[config.mk]
export PLATFORM = sky130hd
export DESIGN_NAME = bdq_ram
export DESIGN_NICKNAME = d
export VERILOG_FILES = /design/src/rtl/core/bdq_ram.sv
export SDC_FILE = /design/constraint.sdc
export NUM_CORES = 2
export LEC_CHECK = 0
export BUFFER_PORTS_ARGS = -buffer_cell sky130_fd_sc_hd__clkbuf_2
export CAP_MARGIN = 0
export CORE_MARGIN = 2
export CORE_UTILIZATION = 50
export CTS_CLUSTER_DIAMETER = 100
export DETAILED_ROUTE_END_ITERATION = 8
export PLACE_DENSITY = 0.65
export SKIP_CTS_REPAIR_TIMING = 1
export SLEW_MARGIN = 20
export SYNTH_ARGS = -nofsm -noshare
export SYNTH_HDL_FRONTEND = slang
export SYNTH_SLANG_ARGS = --single-unit
export TNS_END_PERCENT = 10
[constraint.sdc]
create_clock -name clk_i -period 5.7 [get_ports clk_i]
set_input_delay 1.71 -clock clk_i [delete_from_list [all_inputs] [get_ports clk_i]]
set_output_delay 1.71 -clock clk_i [all_outputs]
set_load 0.01 [all_outputs]
[src/rtl/core/bdq_ram.sv]
// Generic simple dual-port RAM: one write port, one read port, registered read.
`timescale 1ns / 1ps
module bdq_ram #(
  parameter int WIDTH = 32,
  parameter int DEPTH = 128
) (
  input  logic                                   clk_i,
  input  logic                                   we_i,
  input  logic [((DEPTH > 1) ? $clog2(DEPTH) : 1)-1:0] waddr_i,
  input  logic [WIDTH-1:0]                       wdata_i,
  input  logic                                   re_i,
  input  logic [((DEPTH > 1) ? $clog2(DEPTH) : 1)-1:0] raddr_i,
  output logic [WIDTH-1:0]                       rdata_o
);

  logic [WIDTH-1:0] mem_q [DEPTH];
  logic [WIDTH-1:0] rdata_q;

  always_ff @(posedge clk_i) begin
    if (we_i) begin
      mem_q[waddr_i] <= wdata_i;
    end
    if (re_i) begin
      rdata_q <= mem_q[raddr_i];
    end
  end

  assign rdata_o = rdata_q;

endmodule

Yosys cells after proc, flatten, opt, wreduce, memory -nomap -nowiden. Memory sizes are Yosys's and may differ from the RTL's. A register that Yosys moved wholly into a read port is not among the register bits. Cells that the tools add are included.

Bits in registers: 0. Memory bits (writable): 4096. Input port bits: 49. Output and inout port bits: 32. Logic and storage cells: 3. Memories kept: 1.

Muxes and demuxes: 2.

Memory list: mem_q (depth 128, width 32, read ports 1, clocked after memory_dff 1, wr ports 1, line 16) `logic [WIDTH-1:0] mem_q [DEPTH];`.

Operators by type and width (count): 2-to-1 mux 1 bit (2).

Depth between registers and ports, before layout.
Depth in word-level cells: 2. Gate-level depth with buffers: 8. Mapped depth without buffers: 4.

Worst setup path before layout. No wires, ideal clock.

Path type: input to register. Start: input port we_i. End: memory mem_q[98][0] (enable). Library setup time: 461 ps. Data arrival time: 4488 ps. Data required time: 5239 ps. Path slack: 751 ps. Cell stages on the path: 3. Buffers on the path: 1. Cells stage by stage: clkbuf_1 nand4_1 nor3_1.

Cells in the longest elaborated chain, start to end: 2.

RTL lines: from (decl) (line 8) `input logic we_i,`; 2-to-1 mux 1 bit (line 20) `if (we_i) begin`; 2-to-1 mux 1 bit (implied by the code) (line 21) `mem_q[waddr_i] <= wdata_i;`; to (decl) (line 16).

Every way passes these cells.

==> impl_results.md <==
* Status: finished, final reports clean
* Worst R2R Path Depth at 4
* Count of cell types in the netlist at 16
* Netlist Area Pre-Place at 0.1566 mm2
* Clk buf depth at 4
* Post-synthesis xor/xnor area fraction at 0%
* Residual DRC at 0
* Max-Cap Viols at 0
* Via density per instance at 6.557
* Worst hold margin at 1212 ps
* Total Routed Length at 414100 um
* GPL Wtd Cong at 0.8422
* Chip Width at 563.6 um
* Slew margin rel. at 23.09%
* Post-synth EDFFs at 4128
* Max IR drop VDD at 0.0002783 V
* Nature of the critical path startpoint: input pin
* Fin crit period at 4346 ps
* Worst skew pair latency at 970 ps
* Reg power frac at 53.0%
* Filler Cell Count at 21770
* GR Util All Layers at 26.18%
* WL met1 at 159300 um
* Setup Viol. Count Final at 0
* Dpl cells at 10260
* RR Startpoint: mem_q[55][14]
* Fin Setup TNS at 0 ps
* Crit path kind: in2reg
* Clock Skew at 65.22 ps
* Final Hold Viols at 0
* Initial antenna violation count at 60
* Vias at 72440
* DRT iter0 DRCs at 11200
* Syn Inst Count at 5990
* CTS tree: yes
* Gate power share at 5.2%
* DR WL met2 at 198200 um
* Worst-margin pin slew at 1154 ps
* R2R Setup Slk at 2870 ps
* Largest family of logic cells by synthesized area: multiplexers
* Port Buffer Count at 80
* Max Slew Vio Count at 0
* Layout Cells excl Fill at 11050
* First-pass GRT wire length at 573300 um
* Area contributors post-synth: edfxtp_1 79%, mux4_2 19%, clkbuf_1 0.44%, nor2_1 0.29%, buf_2 0.25%
* Met3 Routed Length at 43560 um
* Register bit count reported by yosys at 4128
* Final core occ at 57.46%
* Top sig layer: met5
* Number of global-route vias before repair at 71760
* Num Clock Sinks at 4128
* # nets final at 6584
* Drt pass-1 iters at 5
* Achievable Freq at 0.2301 GHz
* Cell taking the most area after synthesis: edfxtp_1
* Syn Nets at 6039
* Sw Ratio at 21.11%
* P per Cell Area at 354.6 mW/mm2
* Synth warn at 0
* Hold Crit Depth at 4
* Clk pin slew, worst setup/hold paths at 60 ps
* Largest net degree at the start of global routing at 129
* Pleak at 55.01 nW
* Net Sw Power at 0.01341 W
* Die area at 0.3177 mm2
* Sequential fraction of the synthesis area at 79.16%
* Fraction of the cycle the final worst path needs at 76.24%
* CTS root buffer: clkbuf_16
* Core box area at 0.3116 mm2
* Hold Path End: rdata_o[12]
* Top FF cell, synth: edfxtp_1
* Rows at 205
* Grt ovf at 0
* Mean Syn Cell Area at 26.14 um2
* HP Class: reg2reg
* # H-tree levels at 5
* RSZ-0062 raised after global routing: false
* Post-route ant nets at 0
* Share of flip-flops with an asynchronous set or reset at 0%
* CTS Buf Count at 409
* Share of layout cells above drive strength 1 at 36.77%
* Cell with the most instances after synthesis: edfxtp_1
* P_int at 0.05010 W
* Hpwl dp at 232500 um
* Proportion of synthesized area in mux cells at 19.56%
* Area delta synth->final at 14.36%
* Clock group share of total power at 41.8%
* Post-synth top area share at 79.16%
* CP required at 6340 ps
* CP arrival at 4980 ps
* Avg WL per Cell at 37.48 um
* Die Height at 563.6 um
* Ports at 81
* FF-to-FF End: rdata_o[14]
* Initial Util at 50.25%
* Hold_sp: mem_q[30][12]
* Worst-path fanout max at 28
* Most frequent cells after synthesis: 4128 x edfxtp_1, 1344 x mux4_2, 182 x clkbuf_1
* Simple-Gate Fraction of Synth Area at 0.4450%
* Synth Area in Compound Gates at 0%
* Adder-Cell Fraction of Synth Area at 0%
* Critical Path End Type: register
layout make-up:
| class | instances | area, um2 | share of cell area (%) |
|---|---|---|---|
| Tap cell | 4140 | 5180 | 2.893 |
| Clock buffer | 490 | 10690 | 5.968 |
| Timing Repair Buffer | 450 | 4412 | 2.464 |
| Sequential cell | 4128 | 124000 | 69.22 |
| Multi-Input combinational cell | 1546 | 32290 | 18.03 |
| Antenna cell | 41 | 102.6 | 0.05729 |
| Clock inverter | 253 | 2449 | 1.367 |
per-stage QoR:
step / instance area (um2) / setup slack (ps) / total power (W)
after floorplan: 156600 / 751.3 / 0.03586
after global placement: 165800 / 416.2 / 0.03755
after detailed placement: 165800 / 395.2 / 0.03761
after CTS: 179000 / 1373 / 0.06383
after global routing: 179000 / 1350 / 0.06512
final: 179100 / 1354 / 0.06351
flip-flops by register name, summed over array words and instances (netlist names):
| register | cells |
|---|---|
| rdata_o | 32 |
| mem_q | 4096 |
worst max path at each step:
| stage | from | end | slack [ps] |
|---|---|---|---|
| after global routing | raddr_i[0] | rdata_o[14] | 1350 |
| after floorplan | we_i | mem_q[98][0] | 750 |
| after detailed placement | raddr_i[0] | rdata_o[14] | 400 |
| after CTS | raddr_i[0] | rdata_o[14] | 1370 |
| final | raddr_i[0] | rdata_o[14] | 1350 |
| after global placement | raddr_i[0] | rdata_o[14] | 420 |
cell usage in the layout, fill, tap and decap left out, types with 4 or more instances in the layout:
master | synthesis | final
edfxtp_1 | 4128 | 4128
nand3_1 | 12 | 8
clkinv_2 | 0 | 75
mux4_2 | 1344 | 1344
nand3_2 | 0 | 4
diode_2 | 0 | 41
clkbuf_16 | 0 | 416
mux2_2 | 32 | 32
nor2b_1 | 7 | 7
inv_6 | 0 | 9
clkbuf_1 | 182 | 74
bufinv_16 | 0 | 42
nor2_4 | 0 | 119
clkinv_16 | 0 | 6
nor3_2 | 0 | 9
buf_4 | 3 | 317
nand2_1 | 14 | 11
clkbuf_2 | 0 | 41
buf_12 | 0 | 89
clkinvlp_4 | 0 | 12
clkinv_1 | 0 | 105
power by group through the flow:
| stage | logic [W] | clock network, W | registers (W) |
|---|---|---|---|
| finish | 0.00332 | 0.0265 | 0.0337 |
| floorplan | 0.00162 | 0 | 0.0342 |
| global route | 0.00344 | 0.0280 | 0.0336 |
| CTS | 0.00332 | 0.0269 | 0.0337 |
| global placement | 0.00325 | 0 | 0.0343 |
| detailed placement | 0.00331 | 0 | 0.0343 |
routing by layer:
metal	track usage (%)	vias up
met5	0	-
met4	7.789	18
met3	4.863	614
met2	41.07	4255
met1	38.01	39950
li1	-	27600
critical path: stages:
cell,delay (ps)
buf_12,290
buf_12,250
buf_12,230
buf_12,220
mux4_2,540
mux4_2,570
mux4_2,670
mux2_2,390
cell families after synthesis:
logic type / after synthesis
mux: 1376
simple gates: 170
buf+inv: 316
flops: 4128
Power figures use the tool's default switching activity.
